<file path="src/rtl/core/grc_pkg.sv">
// shared types, constants and sine lookup for the wall column raycaster
`timescale 1ns / 1ps
package grc_pkg;

  localparam int unsigned MaxSteps    = 2048;
  localparam int unsigned StepW       = 12;
  localparam int unsigned DivW        = 25;
  localparam int unsigned DenW        = 17;
  localparam logic [10:0] StepQ16     = 11'd1311;
  localparam logic [15:0] FracLow     = 16'd655;
  localparam logic [15:0] FracHigh    = 16'd64880;
  localparam logic [24:0] HeightNum   = 25'd4423680;
  localparam logic [14:0] FovReset    = 15'd10923;
  localparam logic [10:0] RayCntReset = 11'd256;

  localparam logic [2:0] RegMap0 = 3'd0;
  localparam logic [2:0] RegMap1 = 3'd1;
  localparam logic [2:0] RegMap2 = 3'd2;
  localparam logic [2:0] RegMap3 = 3'd3;
  localparam logic [2:0] RegFov  = 3'd4;
  localparam logic [2:0] RegRays = 3'd5;

  typedef enum logic [9:0] {
    StIdle  = 10'b00_0000_0001,
    StDivA  = 10'b00_0000_0010,
    StCos   = 10'b00_0000_0100,
    StSin   = 10'b00_0000_1000,
    StCorr  = 10'b00_0001_0000,
    StMarch = 10'b00_0010_0000,
    StDist  = 10'b00_0100_0000,
    StScale = 10'b00_1000_0000,
    StDivH  = 10'b01_0000_0000,
    StOut   = 10'b10_0000_0000
  } state_e;

  localparam logic [14:0] SINE_TAB [65] = '{
    15'd0, 15'd402, 15'd804, 15'd1205, 15'd1606, 15'd2006, 15'd2404, 15'd2801,
    15'd3196, 15'd3590, 15'd3981, 15'd4370, 15'd4756, 15'd5139, 15'd5520,
    15'd5897, 15'd6270, 15'd6639, 15'd7005, 15'd7366, 15'd7723, 15'd8076,
    15'd8423, 15'd8765, 15'd9102, 15'd9434, 15'd9760, 15'd10080, 15'd10394,
    15'd10702, 15'd11003, 15'd11297, 15'd11585, 15'd11866, 15'd12140,
    15'd12406, 15'd12665, 15'd12916, 15'd13160, 15'd13395, 15'd13623,
    15'd13842, 15'd14053, 15'd14256, 15'd14449, 15'd14635, 15'd14811,
    15'd14978, 15'd15137, 15'd15286, 15'd15426, 15'd15557, 15'd15679,
    15'd15791, 15'd15893, 15'd15986, 15'd16069, 15'd16143, 15'd16207,
    15'd16261, 15'd16305, 15'd16340, 15'd16364, 15'd16379, 15'd16384
  };

  function automatic logic signed [15:0] sine_q14(input logic [15:0] a);
    logic [14:0] r;
    logic [6:0]  idx;
    logic [14:0] lo;
    logic [14:0] hi;
    logic [16:0] prod;
    logic [14:0] v;
    r = a[14] ? (15'h4000 - {1'b0, a[13:0]}) : {1'b0, a[13:0]};
    idx = r[14:8];
    lo = SINE_TAB[idx];
    hi = (idx >= 7'd64) ? lo : SINE_TAB[7'(idx + 7'd1)];
    prod = 17'(9'(hi - lo) * r[7:0]);
    v = (idx >= 7'd64) ? 15'd16384 : 15'(lo + {6'd0, prod[16:8]});
    return a[15] ? -$signed({1'b0, v}) : $signed({1'b0, v});
  endfunction

endpackage

</file>
<file path="src/rtl/core/grid_raycast_wall_column.sv">
// wall column raycaster top level with march sequencer and shared divider
`timescale 1ns / 1ps
// One request is taken when the block is idle and yields one result. The ray angle
// needs a serial restoring divide, then the StCos, StSin and StCorr states use the
// shared sine unit to set up the step vector and the fisheye factor. The march then
// advances by one 0.02-tile step at a time (at most 2048 steps), the StDist and
// StScale multiplies and a second serial divide give the wall height, and the StOut
// state loads the output register once it is free. The result waits in the output
// register while the next request is taken. Map and view registers are written
// through the APB port at byte address 8*index.
module grid_raycast_wall_column (
  input  logic        clk_i,
  input  logic        rst_ni,
  input  logic        s_axis_tvalid,
  output logic        s_axis_tready,
  // player_x[15:0], player_y[31:16], view_angle[47:32], column[57:48]
  input  logic [63:0] s_axis_tdata,
  output logic        m_axis_tvalid,
  input  logic        m_axis_tready,
  // column_out[9:0], perp_distance[26:10], wall_height[38:27], texture_column[44:39]
  output logic [47:0] m_axis_tdata,
  // hit_wall[0]
  output logic        m_axis_tuser,
  input  logic        psel,
  input  logic        penable,
  input  logic        pwrite,
  input  logic [5:0]  paddr,
  input  logic [63:0] pwdata,
  output logic [63:0] prdata,
  output logic        pready
);

  grc_pkg::state_e state_q, state_d;

  logic [63:0] map_q [4];
  logic [14:0] fov_q;
  logic [10:0] rays_q;

  logic [9:0]  col_q;
  logic [15:0] view_q;
  logic [15:0] offset_q;
  logic signed [15:0] sin_q;
  logic signed [15:0] corr_q;
  logic signed [26:0] sx_q, sy_q;
  logic signed [36:0] x_q, y_q;
  logic [grc_pkg::StepW-1:0] n_q;
  logic        hit_q;
  logic [22:0] p_q;
  logic [16:0] dist_q;

  logic [grc_pkg::DivW-1:0] num_q;
  logic [grc_pkg::DenW-1:0] den_q, rem_q;
  logic [4:0]  cnt_q;

  logic [47:0] out_data_q;
  logic        out_hit_q;
  logic        out_valid_q;

  logic [2:0]  reg_idx;
  logic        wr_en;
  logic [17:0] trial;
  logic        trial_ge;
  logic [15:0] offset_n;
  logic [15:0] ray;
  logic [15:0] sine_arg;
  logic signed [15:0] sine_val;
  logic signed [36:0] x_n, y_n;
  logic        out_map;
  logic        wall;
  logic [3:0]  row, cl;
  logic [63:0] row_word;
  logic [37:0] dprod;
  logic [15:0] fx, fy, tc;
  logic [11:0] height;
  logic        out_free;

  assign pready  = 1'b1;
  assign reg_idx = paddr[5:3];
  assign wr_en   = psel && penable && pwrite;

  always_ff @(posedge clk_i or negedge rst_ni) begin
    if (!rst_ni) begin
      for (int i = 0; i < 4; i++) map_q[i] <= '0;
      fov_q  <= grc_pkg::FovReset;
      rays_q <= grc_pkg::RayCntReset;
    end else if (wr_en) begin
      case (reg_idx)
        grc_pkg::RegMap0: map_q[0] <= pwdata;
        grc_pkg::RegMap1: map_q[1] <= pwdata;
        grc_pkg::RegMap2: map_q[2] <= pwdata;
        grc_pkg::RegMap3: map_q[3] <= pwdata;
        grc_pkg::RegFov:  fov_q    <= pwdata[14:0];
        grc_pkg::RegRays: rays_q   <= pwdata[10:0];
        default: ;
      endcase
    end
  end

  always_comb begin
    case (reg_idx)
      grc_pkg::RegMap0: prdata = map_q[0];
      grc_pkg::RegMap1: prdata = map_q[1];
      grc_pkg::RegMap2: prdata = map_q[2];
      grc_pkg::RegMap3: prdata = map_q[3];
      grc_pkg::RegFov:  prdata = {49'd0, fov_q};
      grc_pkg::RegRays: prdata = {53'd0, rays_q};
      default:          prdata = '0;
    endcase
  end

  // shared restoring divider step
  assign trial    = {rem_q, num_q[grc_pkg::DivW-1]};
  assign trial_ge = trial >= {1'b0, den_q};

  // shared sine unit
  assign offset_n = 16'(num_q[15:0] - {2'd0, fov_q[14:1]});
  assign ray = 16'(view_q + offset_n);
  always_comb begin
    case (state_q)
      grc_pkg::StCos: sine_arg = 16'(ray + 16'h4000);
      grc_pkg::StSin: sine_arg = ray;
      default:        sine_arg = 16'(offset_q + 16'h4000);
    endcase
  end
  assign sine_val = grc_pkg::sine_q14(sine_arg);

  // march step
  assign x_n = x_q + {{10{sx_q[26]}}, sx_q};
  assign y_n = y_q + {{10{sy_q[26]}}, sy_q};
  assign out_map = x_n[36] || (x_n[35:34] != 2'd0) || y_n[36] || (y_n[35:34] != 2'd0);
  assign row = y_n[33:30];
  assign cl  = x_n[33:30];
  assign row_word = map_q[row[3:2]];
  assign wall = row_word[{row[1:0], cl}];

  assign dprod = 38'(p_q * corr_q[14:0]);

  assign fx = x_q[29:14];
  assign fy = y_q[29:14];
  assign tc = (fx < grc_pkg::FracLow || fx > grc_pkg::FracHigh) ? fy : fx;
  assign height = (dist_q == 17'd0 || num_q > 25'd4095) ? 12'd4095 : num_q[11:0];

  assign out_free      = !out_valid_q || m_axis_tready;
  assign s_axis_tready = (state_q == grc_pkg::StIdle);

  always_comb begin
    state_d = state_q;
    case (state_q)
      grc_pkg::StIdle:  if (s_axis_tvalid) state_d = grc_pkg::StDivA;
      grc_pkg::StDivA:  if (cnt_q == 5'd0) state_d = grc_pkg::StCos;
      grc_pkg::StCos:   state_d = grc_pkg::StSin;
      grc_pkg::StSin:   state_d = grc_pkg::StCorr;
      grc_pkg::StCorr:  state_d = grc_pkg::StMarch;
      grc_pkg::StMarch: begin
        if (out_map || wall || n_q == 12'(grc_pkg::MaxSteps - 1)) state_d = grc_pkg::StDist;
      end
      grc_pkg::StDist:  state_d = grc_pkg::StScale;
      grc_pkg::StScale: state_d = grc_pkg::StDivH;
      grc_pkg::StDivH:  if (cnt_q == 5'd0) state_d = grc_pkg::StOut;
      grc_pkg::StOut:   if (out_free) state_d = grc_pkg::StIdle;
      default:          state_d = grc_pkg::StIdle;
    endcase
  end

  always_ff @(posedge clk_i or negedge rst_ni) begin
    if (!rst_ni) begin
      state_q     <= grc_pkg::StIdle;
      out_valid_q <= 1'b0;
      cnt_q       <= '0;
    end else begin
      state_q <= state_d;
      if (state_q == grc_pkg::StOut && out_free) begin
        out_valid_q <= 1'b1;
      end else if (m_axis_tready) begin
        out_valid_q <= 1'b0;
      end
      if (state_q == grc_pkg::StIdle || state_q == grc_pkg::StScale) begin
        cnt_q <= 5'(grc_pkg::DivW - 1);
      end else if (cnt_q != 5'd0) begin
        cnt_q <= 5'(cnt_q - 5'd1);
      end
    end
  end

  always_ff @(posedge clk_i) begin
    case (state_q)
      grc_pkg::StIdle: begin
        x_q    <= {3'd0, s_axis_tdata[15:0], 18'd0};
        y_q    <= {3'd0, s_axis_tdata[31:16], 18'd0};
        view_q <= s_axis_tdata[47:32];
        col_q  <= s_axis_tdata[57:48];
        num_q  <= 25'(s_axis_tdata[57:48] * fov_q);
        den_q  <= (rays_q == 11'd0) ? 17'd1 : {6'd0, rays_q};
        rem_q  <= '0;
        n_q    <= '0;
        hit_q  <= 1'b0;
      end
      grc_pkg::StDivA, grc_pkg::StDivH: begin
        rem_q <= trial_ge ? 17'(trial - {1'b0, den_q}) : trial[16:0];
        num_q <= {num_q[grc_pkg::DivW-2:0], trial_ge};
      end
      grc_pkg::StCos: begin
        offset_q <= offset_n;
      end
      grc_pkg::StSin: begin
        sx_q  <= 27'(sin_q * $signed({1'b0, grc_pkg::StepQ16}));
      end
      grc_pkg::StCorr: begin
        sy_q   <= 27'(sin_q * $signed({1'b0, grc_pkg::StepQ16}));
        corr_q <= sine_val;
      end
      grc_pkg::StMarch: begin
        x_q   <= x_n;
        y_q   <= y_n;
        n_q   <= 12'(n_q + 12'd1);
        hit_q <= !out_map && wall;
      end
      grc_pkg::StDist: begin
        p_q <= 23'(n_q * grc_pkg::StepQ16);
      end
      grc_pkg::StScale: begin
        if (corr_q[15] || corr_q == 16'sd0) begin
          dist_q <= '0;
          den_q  <= 17'd1;
        end else if (dprod[37:18] > 20'd131071) begin
          dist_q <= 17'd131071;
          den_q  <= 17'd131071;
        end else begin
          dist_q <= dprod[34:18];
          den_q  <= (dprod[34:18] == 17'd0) ? 17'd1 : dprod[34:18];
        end
        num_q <= grc_pkg::HeightNum;
        rem_q <= '0;
      end
      grc_pkg::StOut: begin
        if (out_free) begin
          out_data_q <= {3'd0, tc[15:10], height, dist_q, col_q};
          out_hit_q  <= hit_q;
        end
      end
      default: ;
    endcase
    if (state_q == grc_pkg::StCos || state_q == grc_pkg::StSin) sin_q <= sine_val;
  end

  assign m_axis_tvalid = out_valid_q;
  assign m_axis_tdata  = out_data_q;
  assign m_axis_tuser  = out_hit_q;

  assert property (@(posedge clk_i) disable iff (!rst_ni) $onehot(state_q))
    else $error("state register not one-hot");
  assert property (@(posedge clk_i) disable iff (!rst_ni)
    state_q == grc_pkg::StMarch |-> n_q < 12'(grc_pkg::MaxSteps))
    else $error("step count beyond limit");
  assert property (@(posedge clk_i) disable iff (!rst_ni)
    s_axis_tvalid && s_axis_tready |=> state_q == grc_pkg::StDivA &&
      cnt_q == 5'(grc_pkg::DivW - 1))
    else $error("divider not started on transfer");
  assert property (@(posedge clk_i) disable iff (!rst_ni)
    state_q == grc_pkg::StOut && out_free |=> m_axis_tvalid && state_q == grc_pkg::StIdle)
    else $error("result not presented");

endmodule

</file>
<file path="config.mk">
export PLATFORM = sky130hd
export DESIGN_NAME = grid_raycast_wall_column
export DESIGN_NICKNAME = d
export VERILOG_FILES = /design/src/rtl/core/grc_pkg.sv /design/src/rtl/core/grid_raycast_wall_column.sv
export SDC_FILE = /design/constraint.sdc
export NUM_CORES = 2
export LEC_CHECK = 0
export BUFFER_PORTS_ARGS = -buffer_cell sky130_fd_sc_hd__buf_2
export CAP_MARGIN = 0
export CORE_ASPECT_RATIO = 1.25
export CORE_UTILIZATION = 50
export CTS_BUF_LIST = sky130_fd_sc_hd__clkbuf_16
export CTS_CLUSTER_DIAMETER = 100
export CTS_CLUSTER_SIZE = 24
export DETAILED_ROUTE_END_ITERATION = 8
export PLACE_DENSITY = 0.76
export SYNTH_ARGS = -nofsm -noshare
export SYNTH_HDL_FRONTEND = slang
export SYNTH_SLANG_ARGS = --single-unit
</file>
<file path="constraint.sdc">
create_clock -name clk_i -period 24.3 [get_ports clk_i]
set_input_delay 3.645 -clock clk_i [delete_from_list [all_inputs] [get_ports clk_i]]
set_output_delay 3.645 -clock clk_i [all_outputs]
set_load 0.005 [all_outputs]
</file>
Word level (Yosys, flattened, before mapping)
Memory sizes are Yosys's and may differ from the RTL's.
Cells that the tools add are included.
{ "word_totals": {"reg_bits": 658, "latchBits": 0, "ram_bits": 0, "romBits": 3840, "out_inout_bits": 116, "memories": 2} }
{ "op_classes": {"add_sub_neg": 14, "n_mul": 5, "n_div": 0, "n_lt_le_gt_ge": 10, "n_eq_ne": 21, "shift": 0, "mux": 39, "bitwise_logic": 3, "reduce_logical": 42} }
{ "mem_list": {"columns": ["name", "depth", "word_bits", "read_ports", "rd_clocked_by_memory_dff", "write_ports", "line", "rtl"], "rows": [
  ["(no name shown)", 128, 15, 1, 0, 0, "grc_pkg.sv:59", "hi = (idx >= 7'd64) ? lo : SINE_TAB[7'(idx + 7'd1)];"],
  ["(no name shown)", 128, 15, 1, 0, 0, "grc_pkg.sv:58", "lo = SINE_TAB[idx];"]
]} }
{ "ops": {"columns": ["operator", "n"], "rows": [
  ["$pmux W64 S6", 1],
  ["$pmux W37 S2", 2],
  ["$bmux W64 S2", 1],
  ["$mux W64", 2],
  ["$pmux W10 S10", 1],
  ["$mux W17", 5],
  ["$pmux W25 S3", 1],
  ["$add A37 B37 Y37", 2],
  ["$pmux W17 S2", 2],
  ["$mux W15", 4],
  ["$mux W10", 5],
  ["$mul A23 B15 Y38", 1],
  ["$logic_not A17 Y1", 2],
  ["$add A16 B15 Y16 const B", 2],
  ["$mux W16", 2],
  ["$pmux W16 S2", 1],
  ["$mul A16 B12 Y27 const B", 1],
  ["$mux W9", 3],
  ["$gt A25 B12 Y1 const B", 1],
  ["$mul A10 B15 Y25", 1],
  ["$pmux W12 S2", 1],
  ["$mul A12 B11 Y23 const B", 1],
  ["$gt A20 B17 Y1 const B", 1],
  ["$ge A18 B17 Y1", 1],
  ["other kinds (52)", 90]
]} }

Depth between registers and ports, before layout
{ "depth": {"word_depth": 18, "mapped_depth": 80, "depth_no_buf": 77} }

Worst setup path before layout
OpenSTA, ideal clock, no wires.
{ "synth_path": {"path_type": "register to register", "start": "register fov_q[1]", "end": "register corr_q[14] (data pin)", "t_arrival_ns": 15.129, "t_required_ns": 24.029, "slack_ns": 8.900, "stages_incl_launch_ff": 75, "path_buffers": 5, "synth_period_minus_slack_ns": 15.400, "cell_sequence": "dfstp_2 ha_1 inv_1 fa_1 nand2_1 nand2_1 a21oi_1 o21ai_0 a21oi_1 nor2b_1 o21a_1 o21ai_0 nand2b_1 a21oi_1 o21bai_1 a21oi_1 o21bai_1 a21oi_1 [... 39 more ...] ha_1 and3_1 a211o_1 a21oi_1 nor2b_1 or2_2 and4_1 a2111oi_0 xnor2_1 ha_1 a21oi_1 a221o_1 a31oi_1 nand3_1 o21ai_1 or2_1 o21a_1 o211ai_1"} }
{ "synth_via": {"word_cells_on_any_way": 23, "cone_classes": "add/sub: 8; mul: 1; order compare: 1; mux: 9; bitwise: 2; memory: 2"} }
{ "synth_rtl": {"columns": ["item", "line", "rtl"], "rows": [
  ["start, declared", "grid_raycast_wall_column.sv:36", "logic [14:0] fov_q;"],
  ["start signal, assigned", "grid_raycast_wall_column.sv:84", "fov_q <= grc_pkg::FovReset;"],
  ["start signal, assigned", "grid_raycast_wall_column.sv:92", "grc_pkg::RegFov: fov_q <= pwdata[14:0];"],
  ["$sub A16 B14 Y16 *", "grid_raycast_wall_column.sv:116", "assign offset_n = 16'(num_q[15:0] - {2'd0, fov_q[14:1]});"],
  ["net offset_n[14]", "grid_raycast_wall_column.sv:63", "logic [15:0] offset_n;"],
  ["$add A16 B16 Y16 *", "grid_raycast_wall_column.sv:117", "assign ray = 16'(view_q + offset_n);"],
  ["$add A16 B15 Y16", "grid_raycast_wall_column.sv:120", "grc_pkg::StCos: sine_arg = 16'(ray + 16'h4000);"],
  ["$pmux W16 S2 *", "grid_raycast_wall_column.sv:119", "case (state_q)"],
  ["$mux W15", "grc_pkg.sv:56", "r = a[14] ? (15'h4000 - {1'b0, a[13:0]}) : {1'b0, a[13:0]};"],
  ["$add A7 B1 Y7", "grc_pkg.sv:59", null],
  ["$not A7 Y8 (implied by the code)", "grc_pkg.sv:59", null],
  ["[... 3 more ...]", null, null],
  ["$mux W9", "grc_pkg.sv:59", null],
  ["$sub A9 B9 Y9", "grc_pkg.sv:60", "prod = 17'(9'(hi - lo) * r[7:0]);"],
  ["$mul A9 B8 Y17", "grc_pkg.sv:60", null],
  ["$add A15 B9 Y15", "grc_pkg.sv:61", "v = (idx >= 7'd64) ? 15'd16384 : 15'(lo + {6'd0, prod[16:8]});"],
  ["$mux W15", "grc_pkg.sv:61", null],
  ["$neg A15 Y16", "grc_pkg.sv:62", "return a[15] ? -$signed({1'b0, v}) : $signed({1'b0, v});"],
  ["$mux W16 *", "grc_pkg.sv:62", null],
  ["net sine_val[14]", "grid_raycast_wall_column.sv:66", "logic signed [15:0] sine_val;"],
  ["end signal, assigned", "grid_raycast_wall_column.sv:210", "corr_q <= sine_val;"],
  ["end, declared", "grid_raycast_wall_column.sv:43", "logic signed [15:0] corr_q;"]
]} }
The timed path passes the listed nets; every way through them passes the cells marked *. The select of a mux whose other input is x is not followed.
A chain may end at the register's enable or synchronous reset.

Worst setup path after layout
{ "layout_path": {"start": "register fov_q[2]", "end": "register corr_q[15] (data pin)"} }
{ "layout_via": {"elab_chain_cells": 18, "word_cells_on_any_way": 23, "cone_classes": "add/sub: 8; mul: 1; order compare: 1; mux: 9; bitwise: 2; memory: 2"} }
{ "layout_rtl": {"columns": ["item", "line"], "rows": [
  ["$sub A16 B14 Y16 *", "grid_raycast_wall_column.sv:116"],
  ["net offset_n[11]", "grid_raycast_wall_column.sv:63"],
  ["$add A16 B16 Y16 *", "grid_raycast_wall_column.sv:117"],
  ["$add A16 B15 Y16", "grid_raycast_wall_column.sv:120"],
  ["$pmux W16 S2 *", "grid_raycast_wall_column.sv:119"],
  ["$sub A15 B14 Y15", "grc_pkg.sv:56"],
  ["$mux W15", "grc_pkg.sv:56"],
  ["$add A7 B1 Y7", "grc_pkg.sv:59"],
  ["[... 4 more ...]", null],
  ["$mux W9", "grc_pkg.sv:59"],
  ["$sub A9 B9 Y9", "grc_pkg.sv:60"],
  ["$mul A9 B8 Y17", "grc_pkg.sv:60"],
  ["$add A15 B9 Y15", "grc_pkg.sv:61"],
  ["$mux W15", "grc_pkg.sv:61"],
  ["$neg A15 Y16", "grc_pkg.sv:62"],
  ["$mux W16 *", "grc_pkg.sv:62"],
  ["net sine_val[15]", "grid_raycast_wall_column.sv:66"]
]} }
Marks and branches as above.

==> metrics.cfg <==
[worst_setup_path]
crit_slowest_cell = dfrtp_1
critPathArrivalTime_ns = 18.03
required_ns = 24.76
path_max_fanout = 46
cpMostUsedCell = ha_1
startpoint_type = register
path_class = register to register
critPathMaxStageDelay_ns = 0.73
endpoint_kind = register

[cells_and_area]
area_delta_synth_final_pct = 6.586
final_nets = 7335
final_util_pct = 53.64
n_fill_cell = 10360
drive_gt1_share_pct = 12.27
final_common_cell = inv_1
final_cell_mix = inv_1 (755), nand2_1 (582), fa_1 (535)

[global_route]
grt_pass1_vias = 47480
grt_pass1_wl_mm = 251.6
grtUsageTotal_pct = 25.56
grt_max_degree = 101
grt_antenna_before_repair = 14
grt-ovfl-total = 0

[clock_network]
clk_pin_slew_ns = 0.10
insertion_delay_ns = 0.65
htree_levels = 2
postCtsSetupBuffers = 0
clockBufferDepth = 3
clockRootBuffer = clkbuf_16
cts_sinks = 658
postCtsResizedCells = 0
hold_buffers = 0
cts_tree = done
numCtsBuffers = 38

[sta]
final-max-slew-violation-count = 0
finalWorstSetupSlack_ns = 6.737
period_minus_slack_ns = 17.56
hold_violations = 0
fin_crit_sh_pct = 72.28
fmax_ghz = 0.05694
setup_violations = 0
slew_headroom_pct = 12.60
rsz0062_at_grt = no
worst_pin_slew_ns = 1.300
finClkSkew_ns = 0.05093
finalSetupTns_ns = 0

[status]
status = finished with violations
failed_checks = design-rule violations

[detailed_routing]
drt_iter0_drc = 3820
ant_nets = 0
vias = 45630
wl_per_cell_um = 20.28
wirelength_mm = 157.3
post-route-drc-count = 46
first_pass_iters = 8
vias_per_cell = 5.881

[die]
io_pins = 257
die_y_um = 393.0
die_x_um = 314.8
core_area_sq_um = 121500
initial_utilization_pct = 50.32
die_area_sq_um = 123700
num_rows = 143

[synth]
yosysSeqAreaShare_pct = 29.90
synthArstFlopShare_pct = 45.29
synthTopCellsByArea = edfxtp_1 (18%), fa_1 (18%), dfrtp_1 (12%), ha_1 (11%), mux2_2 (5.4%)
synth_edf_count = 360
ys_seq_elements = 658
netlist_area_sq_um = 61140
yosysTopAreaCell = edfxtp_1
synth.top_cell.area_share_pct = 17.68
ys_warn_count = 0
ys_dominant_reg_cell = edfxtp_1
syn_inst = 6039
yosysUniqueCellTypes = 108
avgSynthCellArea_sq_um = 10.12

[place]
portBuffers = 243
dp_slack_ns = 7.093
hpwlAfterDp_mm = 118.0
gp_congestion = 0.9002

[hold_path]
hp-class = register to register

[job]
maxCapViolCount = 0

[state kept, by name, indices dropped and copies added, names as in the netlist]
name,flops
x_q,37
m_axis_tdata,45
den_q,17
y_q,37
col_q,10
p_q,23
offset_q,16
dist_q,17
m_axis_tuser,1
fov_q,15
m_axis_tvalid,1
view_q,16
rem_q,17
hit_q,1
sx_q,27
num_q,25
corr_q,16
cnt_q,5
sin_q,16
rays_q,11
n_q,12
state_q,10
map_q,256
sy_q,27
[path summary, 6_finish.rpt]
kind	startpoint	slack, ns	cells after the start	endpoint
max reg2reg	fov_q[2]$_DFFE_PN0P_	6.74	66	corr_q[15]$_DFFE_PP_
min in group asynchronous	rst_ni	3.01	1	map_q[87]$_DFFE_PN0P_
min	col_q[9]$_DFFE_PP_	0.43	0	m_axis_tdata[9]$_DFFE_PP_
min reg2reg	col_q[9]$_DFFE_PP_	0.43	0	m_axis_tdata[9]$_DFFE_PP_
max in group asynchronous	rst_ni	19.10	3	map_q[34]$_DFFE_PN0P_
max	fov_q[2]$_DFFE_PN0P_	6.74	66	corr_q[15]$_DFFE_PP_
[stage by stage]
step / cell area (sq um) / hold WS [ns] / std cells
after global routing: 65150 / 0.4399 / 7754
after CTS: 65130 / 0.4324 / 7746
after floorplan: 61150 / 0.4003 / 6041
after global placement: 63920 / 0.4044 / 7684
final: 65170 / 0.4317 / 7759
after detailed placement: 63920 / 0.4073 / 7684
[critical path, delay by kind of cell, from the launching register on]
kind | cells | cell delay, ns
AO/OA/AOI/OAI | 26 | 5.76
XOR/XNOR | 4 | 1.24
adder cells (fa/ha/maj) | 11 | 4.35
buffers and inverters | 8 | 1.63
flip-flops | 1 | 0.73
multiplexers | 1 | 0.48
AND/OR/NAND/NOR | 16 | 3.16
[cell usage after synthesis, drive strengths merged (9+ instances only)]
cell type,instances
a2111oi,12
a211o,13
a211oi,74
a21boi,25
a21o,69
a21oi,228
a221o,12
a221oi,10
a22o,14
a22oi,158
a31oi,19
a41o,9
a41oi,10
and2,263
and3,12
buf,52
clkbuf,212
dfrtp,288
dfstp,10
edfxtp,360
fa,535
ha,530
inv,752
mux2,293
mux2i,149
nand2,584
nand2b,44
nand3,56
nand4,29
nor2,332
nor2b,48
nor3,65
nor3b,9
nor4,25
o211ai,29
o21a,28
o21ai,202
o21bai,38
o22ai,15
o31ai,24
or2,28
or3,21
or4,12
xnor2,160
xor2,79
[per-layer routing]
layer  GRT usage (%)  share of wire [%]  up-vias
met5               0              0.027        -
met4           11.39                4.6        8
met3           3.846                6.9      394
met2           44.22                 49     1616
met1           31.45                 39    22830
li1                -                  -    20780
[final cells by class]
| type | count | area (sq um) | area share, % |
|---|---|---|---|
| timing repair buffer | 312 | 1744 | 2.677 |
| tap | 1595 | 1996 | 3.062 |
| inverter | 753 | 2829 | 4.341 |
| multi-input combinational | 4366 | 39080 | 59.96 |
| sequential | 658 | 18280 | 28.05 |
| clock buffer | 38 | 950.9 | 1.459 |
| antenna | 13 | 32.53 | 0.04992 |
| clock inverter | 24 | 257.7 | 0.3955 |
[cells by family (layout without fill, tap and decap cells)]
| kind of cell | Yosys count | in the layout | synth area share, % |
|---|---|---|---|
| XOR/XNOR | 239 | 239 | 3.461 |
| buffers and inverters | 1017 | 1127 | 6.428 |
| AO/OA/AOI/OAI | 1048 | 1048 | 11.58 |
| AND/OR/NAND/NOR | 1563 | 1563 | 12.24 |
| other | 2 | 17 | 0.01228 |
| adder cells (fa/ha/maj) | 1065 | 1065 | 28.36 |
| multiplexers | 447 | 447 | 8.020 |
| flip-flops | 658 | 658 | 29.90 |
Power is not shown: default switching activity piles up to over one toggle a cycle in this logic, so the estimate is an artifact.
